[config.mk]
export PLATFORM = sky130hd
export DESIGN_NAME = chunk_cutter_with_crc32
export DESIGN_NICKNAME = d
export VERILOG_FILES = /design/src/hw/rtl/ccrc_pkg.sv /design/src/hw/rtl/chunk_cutter_with_crc32.sv
export SDC_FILE = /design/constraint.sdc
export NUM_CORES = 1
export LEC_CHECK = 0
export ABC_AREA = 0
export ABC_CLOCK_PERIOD_IN_PS = 11980
export BUFFER_PORTS_ARGS = -buffer_cell sky130_fd_sc_hd__buf_2
export CORE_ASPECT_RATIO = 0.7
export CORE_UTILIZATION = 30
export CTS_BUF_LIST = sky130_fd_sc_hd__clkbuf_8
export DETAILED_ROUTE_END_ITERATION = 12
export GPL_TIMING_DRIVEN = 0
export PLACE_DENSITY = 0.54
export SLEW_MARGIN = 40
export SYNTH_ARGS = -nofsm -noshare
export SYNTH_HDL_FRONTEND = slang
export SYNTH_SLANG_ARGS = --single-unit
[constraint.sdc]
create_clock -name clk -period 11.98 [get_ports clk]
set_input_delay 0 -clock clk [delete_from_list [all_inputs] [get_ports clk]]
set_output_delay 0 -clock clk [all_outputs]
set_load 0.02 [all_outputs]
[src/hw/rtl/ccrc_pkg.sv]
// ----------------------------------------------------------------------------
// ccrc_pkg: shared types and constants of the chunk cutter
// Holds the transaction structs of the byte and chunk channels and the fixed
// CRC-32 and configuration constants.
// ----------------------------------------------------------------------------
`default_nettype none

package ccrc_pkg;

  localparam int unsigned FIELD_BITS = 48;
  localparam int unsigned MIN_BITS   = 21;
  localparam int unsigned CRC_BITS   = 32;

  localparam logic [MIN_BITS-1:0] MIN_RESET = MIN_BITS'(2048);
  localparam logic [CRC_BITS-1:0] CRC_POLY  = 32'hEDB8_8320;
  localparam logic [CRC_BITS-1:0] CRC_INIT  = 32'hFFFF_FFFF;

  typedef struct packed {
    logic [7:0] data_byte;
    logic       cut_candidate;
    logic       end_of_file;
  } in_item_t;

  typedef struct packed {
    logic [FIELD_BITS-1:0] chunk_offset;
    logic [FIELD_BITS-1:0] chunk_length;
    logic [CRC_BITS-1:0]   chunk_crc;
    logic                  last_of_run;
  } out_item_t;

endpackage

`default_nettype wire

[src/hw/rtl/chunk_cutter_with_crc32.sv]
// ----------------------------------------------------------------------------
// chunk_cutter_with_crc32: content-defined chunk cutter with per-chunk CRC-32
// Cuts a byte stream into chunks at flagged bytes once the open chunk holds
// min_chunk_size bytes, and reports offset, length and CRC-32 of each chunk.
// ----------------------------------------------------------------------------
// The block takes one byte per cycle while in_stall is low. The cut
// decision, the CRC-32 byte update and the counter advance happen
// combinationally between the state registers and a two-entry result
// buffer. A byte that both closes a chunk and ends the file yields two
// results, delivered one after the other; the input stalls while the
// second one drains from the buffer. The user must write min_chunk_size
// through the cfg port only while the block is idle; the block does not
// enforce this. A value of zero acts as one.
`default_nettype none

module chunk_cutter_with_crc32 #(
  parameter int unsigned OFFSET_BITS = 48
) (
  input  wire                              clk,
  input  wire                              rst_n,
  input  wire                              in_valid,
  output logic                             in_stall,
  input  wire ccrc_pkg::in_item_t          in_data,
  output logic                             out_valid,
  input  wire                              out_stall,
  output ccrc_pkg::out_item_t              out_data,
  input  wire                              cfg_valid,
  output logic                             cfg_ready,
  input  wire [ccrc_pkg::MIN_BITS-1:0]     cfg_data
);

  import ccrc_pkg::*;

  localparam logic [OFFSET_BITS-1:0] CNT_MAX = '1;

  function automatic logic [CRC_BITS-1:0] crc_byte(input logic [CRC_BITS-1:0] crc_in,
                                                   input logic [7:0] b);
    logic [CRC_BITS-1:0] c;
    c = crc_in ^ {{(CRC_BITS-8){1'b0}}, b};
    for (int k = 0; k < 8; k++) begin
      c = (c >> 1) ^ (CRC_POLY & {CRC_BITS{c[0]}});
    end
    return c;
  endfunction

  function automatic logic [FIELD_BITS-1:0] to_field(input logic [OFFSET_BITS-1:0] v);
    logic [OFFSET_BITS+FIELD_BITS-1:0] wide;
    wide = {{FIELD_BITS{1'b0}}, v};
    return wide[FIELD_BITS-1:0];
  endfunction

  logic [MIN_BITS-1:0]    min_size_r;
  logic [OFFSET_BITS-1:0] position_r, position_nxt;
  logic [OFFSET_BITS-1:0] chunk_start_r, chunk_start_nxt;
  logic [CRC_BITS-1:0]    running_crc_r, running_crc_nxt;

  out_item_t              res_r [2];
  out_item_t              res_nxt [2];
  logic [1:0]             res_v_r, res_v_nxt;

  logic                   in_fire, out_fire;
  logic [OFFSET_BITS-1:0] min_eff, held, start1, pos_inc, eof_len;
  logic [CRC_BITS-1:0]    crc1, crc2;
  logic                   cut;

  assign cfg_ready = 1'b1;

  assign out_valid = res_v_r[0] | res_v_r[1];
  assign out_data  = res_v_r[0] ? res_r[0] : res_r[1];
  assign out_fire  = out_valid & ~out_stall;

  // accept when the buffer is empty or its last entry leaves this cycle
  assign in_stall = ~((res_v_r == 2'b00) ||
                      (out_fire && (res_v_r == 2'b01 || res_v_r == 2'b10)));
  assign in_fire  = in_valid & ~in_stall;

  always_comb begin
    min_eff = (min_size_r == '0) ? OFFSET_BITS'(1) : OFFSET_BITS'(min_size_r);
    held    = position_r - chunk_start_r;
    cut     = in_data.cut_candidate && (held >= min_eff);
    start1  = cut ? position_r : chunk_start_r;
    crc1    = cut ? CRC_INIT : running_crc_r;
    crc2    = crc_byte(crc1, in_data.data_byte);
    pos_inc = (position_r != CNT_MAX) ? position_r + OFFSET_BITS'(1) : position_r;
    eof_len = pos_inc - start1;
    if (pos_inc == CNT_MAX && eof_len != CNT_MAX) begin
      eof_len = eof_len + OFFSET_BITS'(1);
    end
    if (eof_len == '0) begin
      eof_len = OFFSET_BITS'(1);
    end

    position_nxt    = position_r;
    chunk_start_nxt = chunk_start_r;
    running_crc_nxt = running_crc_r;
    res_nxt[0]      = res_r[0];
    res_nxt[1]      = res_r[1];
    res_v_nxt       = res_v_r;

    if (out_fire) begin
      if (res_v_r[0]) begin
        res_v_nxt[0] = 1'b0;
      end else begin
        res_v_nxt[1] = 1'b0;
      end
    end

    if (in_fire) begin
      if (in_data.end_of_file) begin
        position_nxt    = '0;
        chunk_start_nxt = '0;
        running_crc_nxt = CRC_INIT;
      end else begin
        position_nxt    = pos_inc;
        chunk_start_nxt = start1;
        running_crc_nxt = crc2;
      end

      res_nxt[1].chunk_offset = to_field(start1);
      res_nxt[1].chunk_length = to_field(eof_len);
      res_nxt[1].chunk_crc    = ~crc2;
      res_nxt[1].last_of_run  = 1'b1;

      if (cut) begin
        res_nxt[0].chunk_offset = to_field(chunk_start_r);
        res_nxt[0].chunk_length = to_field(held);
        res_nxt[0].chunk_crc    = ~running_crc_r;
        res_nxt[0].last_of_run  = ~in_data.end_of_file;
      end else begin
        res_nxt[0] = res_nxt[1];
      end

      res_v_nxt[0] = cut | in_data.end_of_file;
      res_v_nxt[1] = cut & in_data.end_of_file;
    end
  end

  always_ff @(posedge clk) begin
    if (!rst_n) begin
      min_size_r    <= MIN_RESET;
      position_r    <= '0;
      chunk_start_r <= '0;
      running_crc_r <= CRC_INIT;
      res_v_r       <= 2'b00;
    end else begin
      if (cfg_valid && cfg_ready) begin
        min_size_r <= cfg_data;
      end
      position_r    <= position_nxt;
      chunk_start_r <= chunk_start_nxt;
      running_crc_r <= running_crc_nxt;
      res_v_r       <= res_v_nxt;
    end
  end

  always_ff @(posedge clk) begin
    res_r[0] <= res_nxt[0];
    res_r[1] <= res_nxt[1];
  end

  a_not_last_has_pair: assert property (@(posedge clk) disable iff (!rst_n)
    (out_valid && !out_data.last_of_run) |-> (res_v_r == 2'b11))
    else $error("non-final result without a pending second result");

  a_eof_gives_result: assert property (@(posedge clk) disable iff (!rst_n)
    (in_fire && in_data.end_of_file) |=> out_valid)
    else $error("end of file transaction produced no result");

  a_eof_clears_state: assert property (@(posedge clk) disable iff (!rst_n)
    (in_fire && in_data.end_of_file) |=>
      (position_r == '0 && chunk_start_r == '0 && running_crc_r == CRC_INIT))
    else $error("state not cleared after end of file");

  a_start_behind_pos: assert property (@(posedge clk) disable iff (!rst_n)
    chunk_start_r <= position_r)
    else $error("chunk start ahead of position");

endmodule

`default_nettype wire

==> results.cfg <==
[run_status]
run_status = finished, final reports clean

[setup_path]
r2r_slack_ns = 0.22
critical_path_class = reg -> reg
arrival_ns = 12.37
startpoint_type = flop
slowest_delay_ns = 0.63
reg2regPathDepth = 45
critPathSlowestCell = or4b_4
timing.rr.end = res_r[0][33]$_DFFE_PP_
end_kind = flop
crit-reg2reg-launch = position_r[0]$_SDFFE_PN0P_
cp_data_required_time_ns = 12.59
crit_fanout = 10

[die]
dieHeight_um = 260.2
rows = 94
io_pins = 168
dieArea_mm2 = 0.09652
start_util_pct = 30.34
coreArea_mm2 = 0.09421
die_w_um = 370.9

[synthesis]
synth_cell_types = 108
yosys.area.top_type = edfxtp_1
synthFlopType = edfxtp_1
netlist_area_mm2 = 0.02858
syn_inst = 3062
seq_area_frac_synth_pct = 37.58
ys_warn_count = 0
synth_top_area_share_pct = 27.00
ys_async_sr_fraction_pct = 0
synth_edf_count = 257
synth.avg_cell_area_um2 = 9.334
synth_seq_cells = 408
synthTopCellsByArea = edfxtp_1 (27%), dfxtp_1 (11%), mux2_2 (6.9%)
synth_fp_nets = 3218

[clocking]
clk_pin_slew_ns = 0.08
cts_tree = done
insertion_delay_ns = 0.78
cts-htree-levels = 3
cts.sink_count = 408
cts_buffers = 71
cts_buffer_depth = 3
cts_root_buf = clkbuf_8

[final_layout]
syn_to_final_growth_pct = 20.90
drive_gt1_share_pct = 22.50
instances_no_fill = 4719
final_nets = 3565
postLayoutCellArea_mm2 = 0.03455

[sta]
slew_headroom_pct = 33.36
setup_violations = 0
finalClockSkew_ns = 0.05693
max_slew.worst_pin.slew_ns = 0.9952
finalCriticalPeriod_ns = 11.76
fin_crit_sh_pct = 98.20
max_freq_mhz = 85.01
hold_violations = 0
slew_viol_final = 0

[placement]
portBuffers = 164
dpl-instance-area_mm2 = 0.03123
dp_hpwl_mm = 92.58
gp_congestion = 0.9840
place_inst = 4483

[global_routing]
gr-total-overflow = 0
gr-usage-all-layers_pct = 23.42
grt_pass1_wl_mm = 164.1
grt_pass1_vias = 23893
grt_max_degree = 43
antenna_found_initial = 3

[pwr]
p_leak_uw = 0.01415
ir_worst_vdd_mv = 0.08784
power_density_mw_per_mm2 = 132.2

[route]
vias = 25879
avgViaCountPerCell = 5.484
drc_errors = 0
wl_per_cell_um = 24.50
dr.pass1.iters = 5
antenna_left = 0
wl_mm = 115.6
drtIter0Drc = 3002

[min_path]
min_to = min_size_r[11]$_SDFFE_PN1P_
hold_path.class = in -> reg
hp-start = cfg_valid
hold_path_depth = 3

[flow_run]
maxCapViolCount = 0
sequential cells by signal (all words and copies together), names as in the netlist:
signal,count
res_r,257
chunk_start_r,48
position_r,48
running_crc_r,32
min_size_r,21
res_v_r,2
worst max path at each step:
stage / slack (ns) / from / end
after floorplan: 1.65 / position_r[12]$_SDFFE_PN0P_ / res_r[0][33]$_DFFE_PP_
after global placement: -3.92 / res_v_r[0]$_SDFFE_PN0P_ / res_r[0][244]$_DFFE_PP_
after detailed placement: -2.58 / position_r[0]$_SDFFE_PN0P_ / res_r[0][33]$_DFFE_PP_
after CTS: 0.008 / chunk_start_r[12]$_SDFFE_PN0P_ / res_r[0][33]$_DFFE_PP_
after global routing: -0.03 / position_r[0]$_SDFFE_PN0P_ / res_r[0][33]$_DFFE_PP_
final: 0.22 / position_r[0]$_SDFFE_PN0P_ / res_r[0][33]$_DFFE_PP_
per-stage QoR:
step                setup slack, ns  TNS (ns)  util (%)  total power, µW  hold slack [ns]
detailed placement           -2.580   -113.88     33.15             3188           0.2596
global placement             -3.917  -1170.51     32.87             3216           0.2510
finish                       0.2162         0     36.68             4569          0.04105
floorplan                     1.650         0         -             2731           0.1304
CTS                        0.007726         0     35.92             4550         0.009870
global route               -0.03308  -0.03308     36.67             4766          0.06519
placed cells by master (no fill, tap or decap), types with 84 or more instances in the layout:
| master | synthesis | routed |
|---|---|---|
| o22ai_1 | 84 | 84 |
| nand2_1 | 214 | 213 |
| mux2_2 | 176 | 175 |
| inv_1 | 180 | 205 |
| a21oi_1 | 142 | 128 |
| edfxtp_1 | 257 | 257 |
| clkbuf_1 | 156 | 130 |
| nor2_1 | 173 | 168 |
| o21ai_0 | 99 | 85 |
| dfxtp_1 | 151 | 144 |
| ha_1 | 118 | 110 |
| xnor2_1 | 154 | 143 |
| buf_2 | 29 | 198 |
area by class of cell:
| class | instances | area, µm² |
|---|---|---|
| Tap cell | 1248 | 1562 |
| Multi-Input combinational cell | 2249 | 17220 |
| Timing Repair Buffer | 278 | 1912 |
| Antenna cell | 5 | 12.51 |
| Buffer | 218 | 1026 |
| Clock buffer | 78 | 1074 |
| Fill cell | 9722 | 59660 |
| Sequential cell | 408 | 10750 |
| Inverter | 183 | 686.9 |
| Clock inverter | 52 | 315.3 |
logic make-up after synthesis:
logic type	synth area share [%]
AO/OA/AOI/OAI	15.49
XOR/XNOR	7.136
adder cells (fa/ha/maj)	5.306
buffers and inverters	5.687
flip-flops	37.58
multiplexers	10.58
other	0.01312
AND/OR/NAND/NOR	18.21
metal layers:
metal	share of wire [%]	global-route usage (%)	routed length (µm)	vias to the layer above
met5	0.044	1.479	51	-
met4	1.3	4.207	1457	2
met3	12	8.522	13460	88
met2	39	31.28	45080	1188
met1	48	35.26	55590	12666
li1	-	-	-	11935
power breakdown:
part	total [µW]	switching [µW]	internal (µW)
clock network	1300	654	651
registers	1820	59.8	1760
logic	1450	919	529
cells in the mapped netlist (11+ instances only):
master and n:
edfxtp_1 257, nand2_1 214, inv_1 180, mux2_2 176, nor2_1 173, clkbuf_1 156, xnor2_1 154, dfxtp_1 151
a21oi_1 142, ha_1 118, mux2i_1 104, o21ai_0 99, o22ai_1 84, xor2_1 77, and2_1 75, nand4_1 75
nand3_1 72, nor2b_1 70, nor3_1 62, nor4_1 41, a22oi_1 38, and3_1 38, a21o_1 37, buf_2 29
o211ai_1 28, or3_1 28, a31oi_1 26, a211oi_1 25, buf_1 22, a21boi_0 18, nand2b_1 16, o21ai_1 16
o21bai_1 14, o21a_1 13, nor3b_1 12, or4_1 12, and4_1 11, o211a_1 11
worst max-delay path: cells and delay by family, from the launching register on:
family                   cells  cell delay, ns
flip-flops                   1            0.38
AND/OR/NAND/NOR             14            4.62
multiplexers                 1            0.25
adder cells (fa/ha/maj)      5            1.30
XOR/XNOR                     3            0.57
AO/OA/AOI/OAI               14            3.17
buffers and inverters        8            1.25
timing repair:
action / CTS / global route
hold buffers: 54 / 0
endpoints found under the hold margin: 107 / 0
pin swaps: 25 / 44
buffers inserted: 20 / 31
setup endpoints to repair: 96 / 5
resized for setup: 110 / 102
Note: power is estimated with default switching activity, not from simulation.
